==> config.mk <==
export PLATFORM = sky130hd
export DESIGN_NAME = page_slot_replacement_tracker_top
export DESIGN_NICKNAME = d
export VERILOG_FILES = /design/src/rtl/core/pstr_pkg.sv /design/src/rtl/core/pstr_tag_ram.sv /design/src/rtl/core/pstr_dup_scan.sv /design/src/rtl/core/page_slot_replacement_tracker_top.sv
export VERILOG_INCLUDE_DIRS = /design/src /design/src/rtl/core
export SDC_FILE = /design/constraint.sdc
export NUM_CORES = 2
export LEC_CHECK = 0
export BUFFER_PORTS_ARGS = -buffer_cell sky130_fd_sc_hd__buf_2
export CAP_MARGIN = 15
export CORE_UTILIZATION = 60
export CTS_CLUSTER_SIZE = 40
export DETAILED_ROUTE_END_ITERATION = 6
export PLACE_DENSITY = 0.83
export SETUP_SLACK_MARGIN = 0.3
export SYNTH_ARGS = -nofsm -noshare
export SYNTH_HDL_FRONTEND = slang
export SYNTH_SLANG_ARGS = --single-unit
==> constraint.sdc <==
create_clock -name clk -period 41.5 [get_ports clk]
set_clock_uncertainty 0.2 [all_clocks]
set_input_delay 2.075 -clock clk [delete_from_list [all_inputs] [get_ports clk]]
set_output_delay 2.075 -clock clk [all_outputs]
set_load 0.05 [all_outputs]
==> src/rtl/core/page_slot_replacement_tracker_top_macros.svh <==
// ----------------------------------------------------------------------------
// page_slot_replacement_tracker_top_macros
// Assertion macros shared by the tracker RTL.
// ----------------------------------------------------------------------------
`ifndef PAGE_SLOT_REPLACEMENT_TRACKER_TOP_MACROS_SVH
`define PAGE_SLOT_REPLACEMENT_TRACKER_TOP_MACROS_SVH

// same-cycle implication
`define PSTR_ASSERT_IMPLY(label, clk, rst_n, ante, cons) \
    label: assert property (@(posedge clk) disable iff (!rst_n) (ante) |-> (cons)) \
        else $error("pstr: same-cycle check failed");

// next-cycle implication
`define PSTR_ASSERT_NEXT(label, clk, rst_n, ante, cons) \
    label: assert property (@(posedge clk) disable iff (!rst_n) (ante) |=> (cons)) \
        else $error("pstr: next-cycle check failed");

`endif

==> src/rtl/core/pstr_pkg.sv <==
// ----------------------------------------------------------------------------
// pstr_pkg
// Shared types, codes and helper functions of the page slot tracker.
// ----------------------------------------------------------------------------
package pstr_pkg;

    localparam int MAX_SLOTS       = 32;
    localparam int SLOT_CAP        = (MAX_SLOTS < 32) ? MAX_SLOTS : 32;
    localparam int SLOT_W          = $clog2(MAX_SLOTS);
    localparam int CNT_W           = SLOT_W + 1;
    localparam int NUM_SLOTS_W     = 6;
    localparam int NUM_SLOTS_RESET = 32;
    localparam int CFG_W           = NUM_SLOTS_W;

    typedef logic [SLOT_W-1:0]    slot_t;
    typedef logic [CNT_W-1:0]     cnt_t;
    typedef logic [MAX_SLOTS-1:0] mask_t;
    typedef logic [2:0]           mode_t;

    localparam mode_t MODE_REPLACE    = 3'd0;
    localparam mode_t MODE_INSTALL    = 3'd1;
    localparam mode_t MODE_INV_REMOVE = 3'd2;
    localparam mode_t MODE_INV_MARK   = 3'd3;
    localparam mode_t MODE_INV_ALL    = 3'd4;
    localparam mode_t MODE_QUERY      = 3'd5;

    localparam logic CFG_NUM_SLOTS = 1'b0;
    localparam logic CFG_REMOVE    = 1'b1;

    typedef struct packed {
        logic [63:0] volume;
        logic [31:0] page;
        logic [31:0] store;
    } tag_t;

    typedef struct packed {
        mask_t inst;
        mask_t inv;
    } mask_pair_t;

    typedef struct packed {
        logic  done;
        logic  found;
        slot_t dup_slot;
    } scan_status_t;

    function automatic cnt_t slot_limit(logic [NUM_SLOTS_W-1:0] n);
        cnt_t r;
        if (n == '0)
        begin
            r = cnt_t'(1);
        end
        else if (n > NUM_SLOTS_W'(SLOT_CAP))
        begin
            r = cnt_t'(SLOT_CAP);
        end
        else
        begin
            r = cnt_t'(n);
        end
        return r;
    endfunction

    function automatic slot_t lowest_set(mask_t m);
        slot_t r;
        r = '0;
        for (int i = MAX_SLOTS - 1; i >= 0; i--)
        begin
            if (m[i])
            begin
                r = slot_t'(i);
            end
        end
        return r;
    endfunction

    function automatic mask_pair_t invalidate(mask_pair_t m, slot_t s, logic remove);
        mask_pair_t r;
        r = m;
        if (m.inst[s])
        begin
            if (remove)
            begin
                r.inst[s] = 1'b0;
                r.inv[s]  = 1'b0;
            end
            else
            begin
                r.inv[s] = 1'b1;
            end
        end
        return r;
    endfunction

endpackage

==> src/rtl/core/pstr_tag_ram.sv <==
// ----------------------------------------------------------------------------
// pstr_tag_ram
// Page identity tag store, one write and one registered read port.
// ----------------------------------------------------------------------------
module pstr_tag_ram (
    input  logic           clk,
    input  logic           we,
    input  pstr_pkg::slot_t waddr,
    input  pstr_pkg::tag_t wdata,
    input  logic           re,
    input  pstr_pkg::slot_t raddr,
    output pstr_pkg::tag_t rdata
);
    import pstr_pkg::*;

    tag_t mem [MAX_SLOTS];
    tag_t rdata_reg;

    always_ff @(posedge clk)
    begin
        if (we)
        begin
            mem[waddr] <= wdata;
        end
        if (re)
        begin
            rdata_reg <= mem[raddr];
        end
    end

    assign rdata = rdata_reg;

endmodule

==> src/rtl/core/pstr_dup_scan.sv <==
// ----------------------------------------------------------------------------
// pstr_dup_scan
// Walks the tag store one slot a cycle through a single identity comparator
// and reports the first other valid slot holding the same page.
// ----------------------------------------------------------------------------
module pstr_dup_scan (
    input  logic                   clk,
    input  logic                   rst_n,
    input  logic                   start,
    input  pstr_pkg::slot_t        skip_slot,
    input  pstr_pkg::cnt_t         scan_len,
    input  pstr_pkg::tag_t         ident,
    input  pstr_pkg::mask_t        valid_mask,
    input  pstr_pkg::tag_t         rd_data,
    output logic                   rd_en,
    output pstr_pkg::slot_t        rd_addr,
    output pstr_pkg::scan_status_t status
);
    import pstr_pkg::*;

    logic  busy_reg;
    cnt_t  rd_idx_reg;
    logic  cmp_vld_reg;
    slot_t cmp_idx_reg;
    logic  done_reg;
    logic  found_reg;
    slot_t hit_slot_reg;
    logic  hit;
    logic  finish;

    assign rd_en   = busy_reg && (rd_idx_reg < scan_len);
    assign rd_addr = rd_idx_reg[SLOT_W-1:0];

    assign hit = cmp_vld_reg && (cmp_idx_reg != skip_slot) && valid_mask[cmp_idx_reg]
                 && (rd_data == ident);
    assign finish = busy_reg && (hit || (!cmp_vld_reg && (rd_idx_reg >= scan_len)));

    always_ff @(posedge clk or negedge rst_n)
    begin
        if (!rst_n)
        begin
            busy_reg     <= 1'b0;
            rd_idx_reg   <= '0;
            cmp_vld_reg  <= 1'b0;
            cmp_idx_reg  <= '0;
            done_reg     <= 1'b0;
            found_reg    <= 1'b0;
            hit_slot_reg <= '0;
        end
        else if (start)
        begin
            busy_reg     <= 1'b1;
            rd_idx_reg   <= '0;
            cmp_vld_reg  <= 1'b0;
            done_reg     <= 1'b0;
            found_reg    <= 1'b0;
            hit_slot_reg <= '0;
        end
        else
        begin
            done_reg <= finish;
            if (busy_reg)
            begin
                if (finish)
                begin
                    busy_reg <= 1'b0;
                end
                if (hit)
                begin
                    found_reg    <= 1'b1;
                    hit_slot_reg <= cmp_idx_reg;
                end
                cmp_vld_reg <= rd_en;
                cmp_idx_reg <= rd_addr;
                if (rd_en)
                begin
                    rd_idx_reg <= rd_idx_reg + cnt_t'(1);
                end
            end
        end
    end

    assign status = '{done: done_reg, found: found_reg, dup_slot: hit_slot_reg};

endmodule

==> src/rtl/core/page_slot_replacement_tracker_top.sv <==
// ----------------------------------------------------------------------------
// page_slot_replacement_tracker_top
// Page slot pool tracker: installed/invalid masks, victim choice (lowest invalid
// slot, else round-robin) and duplicate removal on install.
//
//   channel | handshake           | payload
//   --------+---------------------+---------------------------------------------
//   in      | in_valid / in_stall | mode, slot, volume_id, page_number,
//           |                     | store_number
//   out     | out_valid/out_stall | chosen_slot, duplicate_found, duplicate_slot,
//           |                     | slot_installed, slot_valid, no_valid_slot
//   cfg     | cfg_we              | cfg_index, cfg_wdata
//
// Install of a slot below the count: the input is registered, then the tag scan
// reads one tag store entry per cycle into one comparator, then the result is
// registered. Every other mode: the input is registered, then the result is
// registered. Neither takes a new item before its result is loaded. in_stall
// is high from the input transfer until the result is loaded into the output
// register. A stalled result holds the block in its final step; rst_n clears
// both masks, the pointer, the state and out_valid, and loads the configuration
// defaults. Tags need no reset.
// ----------------------------------------------------------------------------
`include "page_slot_replacement_tracker_top_macros.svh"

module page_slot_replacement_tracker_top (
    input  logic                        clk,
    input  logic                        rst_n,
    input  logic                        in_valid,
    output logic                        in_stall,
    input  pstr_pkg::mode_t             mode,
    input  pstr_pkg::slot_t             slot,
    input  logic [63:0]                 volume_id,
    input  logic [31:0]                 page_number,
    input  logic [31:0]                 store_number,
    output logic                        out_valid,
    input  logic                        out_stall,
    output pstr_pkg::slot_t             chosen_slot,
    output logic                        duplicate_found,
    output pstr_pkg::slot_t             duplicate_slot,
    output logic                        slot_installed,
    output logic                        slot_valid,
    output logic                        no_valid_slot,
    input  logic                        cfg_we,
    input  logic                        cfg_index,
    input  logic [pstr_pkg::CFG_W-1:0]  cfg_wdata
);
    import pstr_pkg::*;

    typedef enum logic [2:0] {
        S_IDLE = 3'b001,
        S_SCAN = 3'b010,
        S_EXEC = 3'b100
    } state_t;

    state_t                 state_reg;
    state_t                 state_next;
    logic [NUM_SLOTS_W-1:0] num_slots_reg;
    logic                   remove_reg;
    mask_t                  inst_reg;
    mask_t                  inv_reg;
    slot_t                  ptr_reg;
    slot_t                  ptr_next;
    mask_pair_t             m_next;

    mode_t                  mode_reg;
    slot_t                  slot_reg;
    tag_t                   ident_reg;
    logic                   dup_found_reg;
    slot_t                  dup_slot_reg;

    logic                   out_valid_reg;
    slot_t                  out_chosen_reg;
    logic                   out_dup_found_reg;
    slot_t                  out_dup_slot_reg;
    logic                   out_inst_reg;
    logic                   out_valid_bit_reg;
    logic                   out_none_reg;

    cnt_t                   n_eff;
    mask_t                  lim_mask;
    logic                   in_xfer;
    logic                   out_free;
    logic                   load_out;
    logic                   slot_ok;
    logic                   scan_start;
    slot_t                  chosen;
    mask_t                  cand;
    slot_t                  ptr_inc;
    slot_t                  ptr_wrap;

    logic                   rd_en;
    slot_t                  rd_addr;
    tag_t                   rd_data;
    logic                   ram_we;
    scan_status_t           scan_st;

    assign n_eff = slot_limit(num_slots_reg);

    always_comb
    begin
        for (int i = 0; i < MAX_SLOTS; i++)
        begin
            lim_mask[i] = (cnt_t'(i) < n_eff);
        end
    end

    assign in_stall   = (state_reg != S_IDLE);
    assign in_xfer    = in_valid && !in_stall;
    assign out_free   = !out_valid_reg || !out_stall;
    assign load_out   = (state_reg == S_EXEC) && out_free;
    assign slot_ok    = ({1'b0, slot_reg} < n_eff);
    assign scan_start = in_xfer && (mode == MODE_INSTALL) && ({1'b0, slot} < n_eff);
    assign ram_we     = load_out && (mode_reg == MODE_INSTALL) && slot_ok;

    pstr_tag_ram u_tag_ram (
        .clk   (clk),
        .we    (ram_we),
        .waddr (slot_reg),
        .wdata (ident_reg),
        .re    (rd_en),
        .raddr (rd_addr),
        .rdata (rd_data)
    );

    pstr_dup_scan u_dup_scan (
        .clk        (clk),
        .rst_n      (rst_n),
        .start      (scan_start),
        .skip_slot  (slot_reg),
        .scan_len   (n_eff),
        .ident      (ident_reg),
        .valid_mask (inst_reg & ~inv_reg),
        .rd_data    (rd_data),
        .rd_en      (rd_en),
        .rd_addr    (rd_addr),
        .status     (scan_st)
    );

    always_comb
    begin
        state_next = state_reg;
        case (state_reg)
            S_IDLE:
            begin
                if (scan_start)
                begin
                    state_next = S_SCAN;
                end
                else if (in_xfer)
                begin
                    state_next = S_EXEC;
                end
            end
            S_SCAN:
            begin
                if (scan_st.done)
                begin
                    state_next = S_EXEC;
                end
            end
            S_EXEC:
            begin
                if (out_free)
                begin
                    state_next = S_IDLE;
                end
            end
            default:
            begin
                state_next = S_IDLE;
            end
        endcase
    end

    assign cand     = inv_reg & lim_mask;
    assign ptr_inc  = ptr_reg + slot_t'(1);
    assign ptr_wrap = ({1'b0, ptr_inc} >= n_eff) ? '0 : ptr_inc;

    always_comb
    begin
        m_next   = '{inst: inst_reg, inv: inv_reg};
        ptr_next = ptr_reg;
        chosen   = slot_reg;
        case (mode_reg)
            MODE_REPLACE:
            begin
                if (|cand)
                begin
                    chosen = lowest_set(cand);
                end
                else
                begin
                    chosen   = ptr_wrap;
                    ptr_next = ptr_wrap;
                end
                m_next = invalidate(m_next, chosen, remove_reg);
            end
            MODE_INSTALL:
            begin
                if (slot_ok)
                begin
                    if (dup_found_reg)
                    begin
                        m_next = invalidate(m_next, dup_slot_reg, 1'b1);
                    end
                    m_next.inv[slot_reg]  = 1'b0;
                    m_next.inst[slot_reg] = 1'b1;
                end
            end
            MODE_INV_REMOVE, MODE_INV_MARK:
            begin
                if (slot_ok)
                begin
                    m_next = invalidate(m_next, slot_reg, mode_reg == MODE_INV_REMOVE);
                end
            end
            MODE_INV_ALL:
            begin
                m_next.inst = inst_reg & ~lim_mask;
                m_next.inv  = inv_reg & ~lim_mask;
            end
            default:
            begin
            end
        endcase
    end

    always_ff @(posedge clk or negedge rst_n)
    begin
        if (!rst_n)
        begin
            state_reg     <= S_IDLE;
            num_slots_reg <= NUM_SLOTS_W'(NUM_SLOTS_RESET);
            remove_reg    <= 1'b1;
            inst_reg      <= '0;
            inv_reg       <= '0;
            ptr_reg       <= '0;
            out_valid_reg <= 1'b0;
        end
        else
        begin
            state_reg <= state_next;
            if (cfg_we)
            begin
                case (cfg_index)
                    CFG_NUM_SLOTS: num_slots_reg <= cfg_wdata;
                    CFG_REMOVE:    remove_reg    <= cfg_wdata[0];
                    default:       ;
                endcase
            end
            if (out_valid_reg && !out_stall)
            begin
                out_valid_reg <= 1'b0;
            end
            if (load_out)
            begin
                inst_reg      <= m_next.inst;
                inv_reg       <= m_next.inv;
                ptr_reg       <= ptr_next;
                out_valid_reg <= 1'b1;
            end
        end
    end

    always_ff @(posedge clk)
    begin
        if (in_xfer)
        begin
            mode_reg      <= mode;
            slot_reg      <= slot;
            ident_reg     <= '{volume: volume_id, page: page_number, store: store_number};
            dup_found_reg <= 1'b0;
            dup_slot_reg  <= '0;
        end
        if ((state_reg == S_SCAN) && scan_st.done)
        begin
            dup_found_reg <= scan_st.found;
            dup_slot_reg  <= scan_st.dup_slot;
        end
        if (load_out)
        begin
            out_chosen_reg    <= chosen;
            out_dup_found_reg <= dup_found_reg;
            out_dup_slot_reg  <= dup_slot_reg;
            out_inst_reg      <= m_next.inst[chosen];
            out_valid_bit_reg <= m_next.inst[chosen] && !m_next.inv[chosen];
            out_none_reg      <= ((m_next.inst & ~m_next.inv) == '0);
        end
    end

    assign out_valid       = out_valid_reg;
    assign chosen_slot     = out_chosen_reg;
    assign duplicate_found = out_dup_found_reg;
    assign duplicate_slot  = out_dup_slot_reg;
    assign slot_installed  = out_inst_reg;
    assign slot_valid      = out_valid_bit_reg;
    assign no_valid_slot   = out_none_reg;

    `PSTR_ASSERT_IMPLY(a_inv_on_installed, clk, rst_n, 1'b1, (inv_reg & ~inst_reg) == '0)
    `PSTR_ASSERT_IMPLY(a_scan_done_in_scan, clk, rst_n, scan_st.done, state_reg == S_SCAN)
    `PSTR_ASSERT_IMPLY(a_dup_not_chosen, clk, rst_n, out_valid_reg && out_dup_found_reg, out_dup_slot_reg != out_chosen_reg)
    `PSTR_ASSERT_IMPLY(a_valid_not_none, clk, rst_n, out_valid_reg && out_valid_bit_reg, !out_none_reg)
    `PSTR_ASSERT_NEXT(a_accept_busy, clk, rst_n, in_valid && !in_stall, state_reg != S_IDLE)

endmodule
==> impl_metrics.env <==
export IMPL_status="complete, but fails checks"
export IMPL_violations="DRC"
export IMPL_grt_pass1_vias=99700
export IMPL_startpoint="num_slots_reg[5]"
export IMPL_setup_violations=0
export IMPL_drt_wl_total_um=610000
export IMPL_fillCellCount=16300
export IMPL_clk_latency_ns=1.03
export IMPL_r2r_start="num_slots_reg[5]"
export IMPL_cap_violations=0
export IMPL_drive_above_1_share_pct=29.5
export IMPL_first_pass_iters=7
export IMPL_dieArea_sq_um=297000
export IMPL_synth_distinct_cells=111
export IMPL_grt_first_pass_wirelength_um=831000
export IMPL_synth_area_top_cells="edfxtp_1, mux4_2, dfrtp_1"
export IMPL_drc_errors=4
export IMPL_synth_ff_type="edfxtp_1"
export IMPL_crit_required_ns=41.88
export IMPL_wl_per_cell_um=47.7
export IMPL_track_usage_pct=41.0
export IMPL_reg2regPathDepth=14
export IMPL_start_util_pct=60.3
export IMPL_synth_seq_cells=4480
export IMPL_synth_area_per_cell_sq_um=21.9
export IMPL_grt_setup_unrepaired="no"
export IMPL_largest_register_ff_count=4096
export IMPL_critPathArrivalTime_ns=8.83
export IMPL_synth_cell_area_sq_um=177000
export IMPL_synth_top_area_share_pct=74.3
export IMPL_async_flop_share_pct=2.23
export IMPL_clk_path_buf_depth=4
export IMPL_layout_nets=8688
export IMPL_powerDensity_nw_per_um2=65.9
export IMPL_ys_seq_area_share_pct=75.7
export IMPL_dieWidth_um=545
export IMPL_yosys_warnings=0
export IMPL_root_buffer="clkbuf_16"
export IMPL_layout_area_overhead_vs_synth_pct=11.9
export IMPL_ir_drop_v=0.0000641
export IMPL_first_iter_violations=20700
export IMPL_multi_input_area_sq_um=41100
export IMPL_synthTopCellsByCount="edfxtp_1, mux4_2, clkbuf_1"
export IMPL_vias=101000
export IMPL_netlist_instances=8078
export IMPL_fin_crit_sh_pct=20.4
export IMPL_power_leakage_nw=61.9
export IMPL_maxSlewHeadroom_pct=2.46
export IMPL_maxSlewViolCount=0
export IMPL_min_path_type="register to register"
export IMPL_antenna_found_initial=46
export IMPL_tightest_slew_ns=1.46
export IMPL_rows=199
export IMPL_whs_ns=0.313
export IMPL_hold_viol=0
export IMPL_cts_setup_buffers=0
export IMPL_crit_path_end="u_tag_ram.mem[8][116]"
export IMPL_io_buffers=163
export IMPL_layout_area_seq_sq_um=134000
export IMPL_gp_congestion=1.01
export IMPL_synth_area_leader_cell="edfxtp_1"
export IMPL_post_synth_top_count_cell="edfxtp_1"
export IMPL_fin_crit_ns=8.45
export IMPL_synth_edf_count=4380
export IMPL_endpoint_kind="register"
export IMPL_cts_hold_buf=0
export IMPL_io_pins=164
export IMPL_ff2ff_setup_slack_ns=33.05
export IMPL_max_freq_ghz=0.118
export IMPL_core_sq_um=294000
export IMPL_start_kind="register"
export IMPL_crit_type="register to register"
export IMPL_dp_hpwl_um=293000
export IMPL_synth_nets=8247
export IMPL_viasPerCell=7.92
export IMPL_numCtsBuffers=418
export IMPL_die_h_um=545
export IMPL_cts_tree="yes"
export IMPL_dp_cells=12000
export IMPL_clkTransAtPathRegs_ns=0.06
export IMPL_final_core_util_pct=67.4
export IMPL_grt_max_degree=112
export IMPL_fin_setup_tns_ns=0
export IMPL_cts_sinks=4480
export IMPL_antenna_left=0
export IMPL_final_cells=12800
export IMPL_grt_ovfl_total=0
export IMPL_r2r_end="u_tag_ram.mem[8][116]"
export IMPL_htree_levels=5
export IMPL_post_cts_resized=0
export IMPL_crit_fanout=46
==> worst min path at each step <==
stage	start	endpoint	slack [ns]	cells past startpoint
3_5_place_dp	u_dup_scan.found_reg	u_dup_scan.found_reg	0.26	1
6_report	u_dup_scan.done_reg	state_reg[1]	0.31	1
3_3_place_gp	u_dup_scan.found_reg	u_dup_scan.found_reg	0.26	1
4_1_cts	u_dup_scan.done_reg	state_reg[1]	0.31	1
5_1_grt	u_dup_scan.done_reg	state_reg[1]	0.32	1
2_1_floorplan	dup_slot_reg[2]	duplicate_slot[2]	0.22	0
==> logic make-up after synthesis <==
kind of cell	Yosys count	share of synthesized area (%)
flops	4480	75.7
mux	1455	17.5
simple gates	767	2.14
compound gates	718	2.83
buf+inv	552	1.22
xor+xnor	85	0.421
fa+ha+maj	21	0.148
==> cell usage in the layout (no fill, tap or decap), types with 40 or more instances in the layout <==
cell type and count:
nand3_1 50, nor4_1 43, clkbuf_16 423, a21oi_1 140
clkinv_2 79, xor2_1 64, nand4_1 40, bufinv_16 54
clkinv_1 83, nor2_1 159, o21ai_0 151, clkbuf_1 82
a31oi_1 51, dfrtp_1 92, nor3_1 40, mux2_2 143
nand2_1 245, buf_2 164, edfxtp_1 4380, mux4_2 1299
buf_4 254, inv_1 117
==> report_power, final <==
part	internal, mW	leakage (nW)	switching [mW]
Combinational	1.57	14.4	2.04
Clock	2.22	6.77	1.86
Sequential	5.16	40.7	0.182
==> worst max-delay path, cell delays in order, from the launching register on <==
cell     delay (ns)
dfstp_2        0.52
buf_4          0.41
inv_1          0.41
nand2_1        0.36
ha_1           0.33
a21oi_1        0.18
o21a_1         0.23
o21ai_1        0.12
buf_4          0.21
nor3_1         0.55
nand2_1        0.73
nor2_4         1.05
buf_4          0.67
buf_4          0.85
buf_4          0.93
==> layer usage <==
layer / wire length (um) / global-route usage [%]
met5: 495 / 0.208
met4: 50300 / 27.3
met3: 85200 / 11.0
met2: 286000 / 63.7
met1: 188000 / 51.2
==> stage by stage <==
step | worst slack, ns | area [sq um] | power (mW)
detailed placement | 33.65 | 184000 | 8.77
global placement | 33.60 | 184000 | 8.64
finish | 33.05 | 198000 | 13.0
floorplan | 24.03 | 177000 | 7.72
global route | 33.03 | 198000 | 13.2
CTS | 33.41 | 198000 | 12.9
==> final cells by class <==
type | instances | area share (%)
Clock buffer | 508 | 5.52
Antenna cell | 19 | 0.0240
Sequential cell | 4480 | 67.7
Clock inverter | 260 | 1.49
Timing Repair Buffer | 453 | 1.77
Inverter | 120 | 0.228
Tap cell | 3919 | 2.48
Multi-Input combinational cell | 3046 | 20.8
No activity file was read; power rests on OpenSTA's default activity.
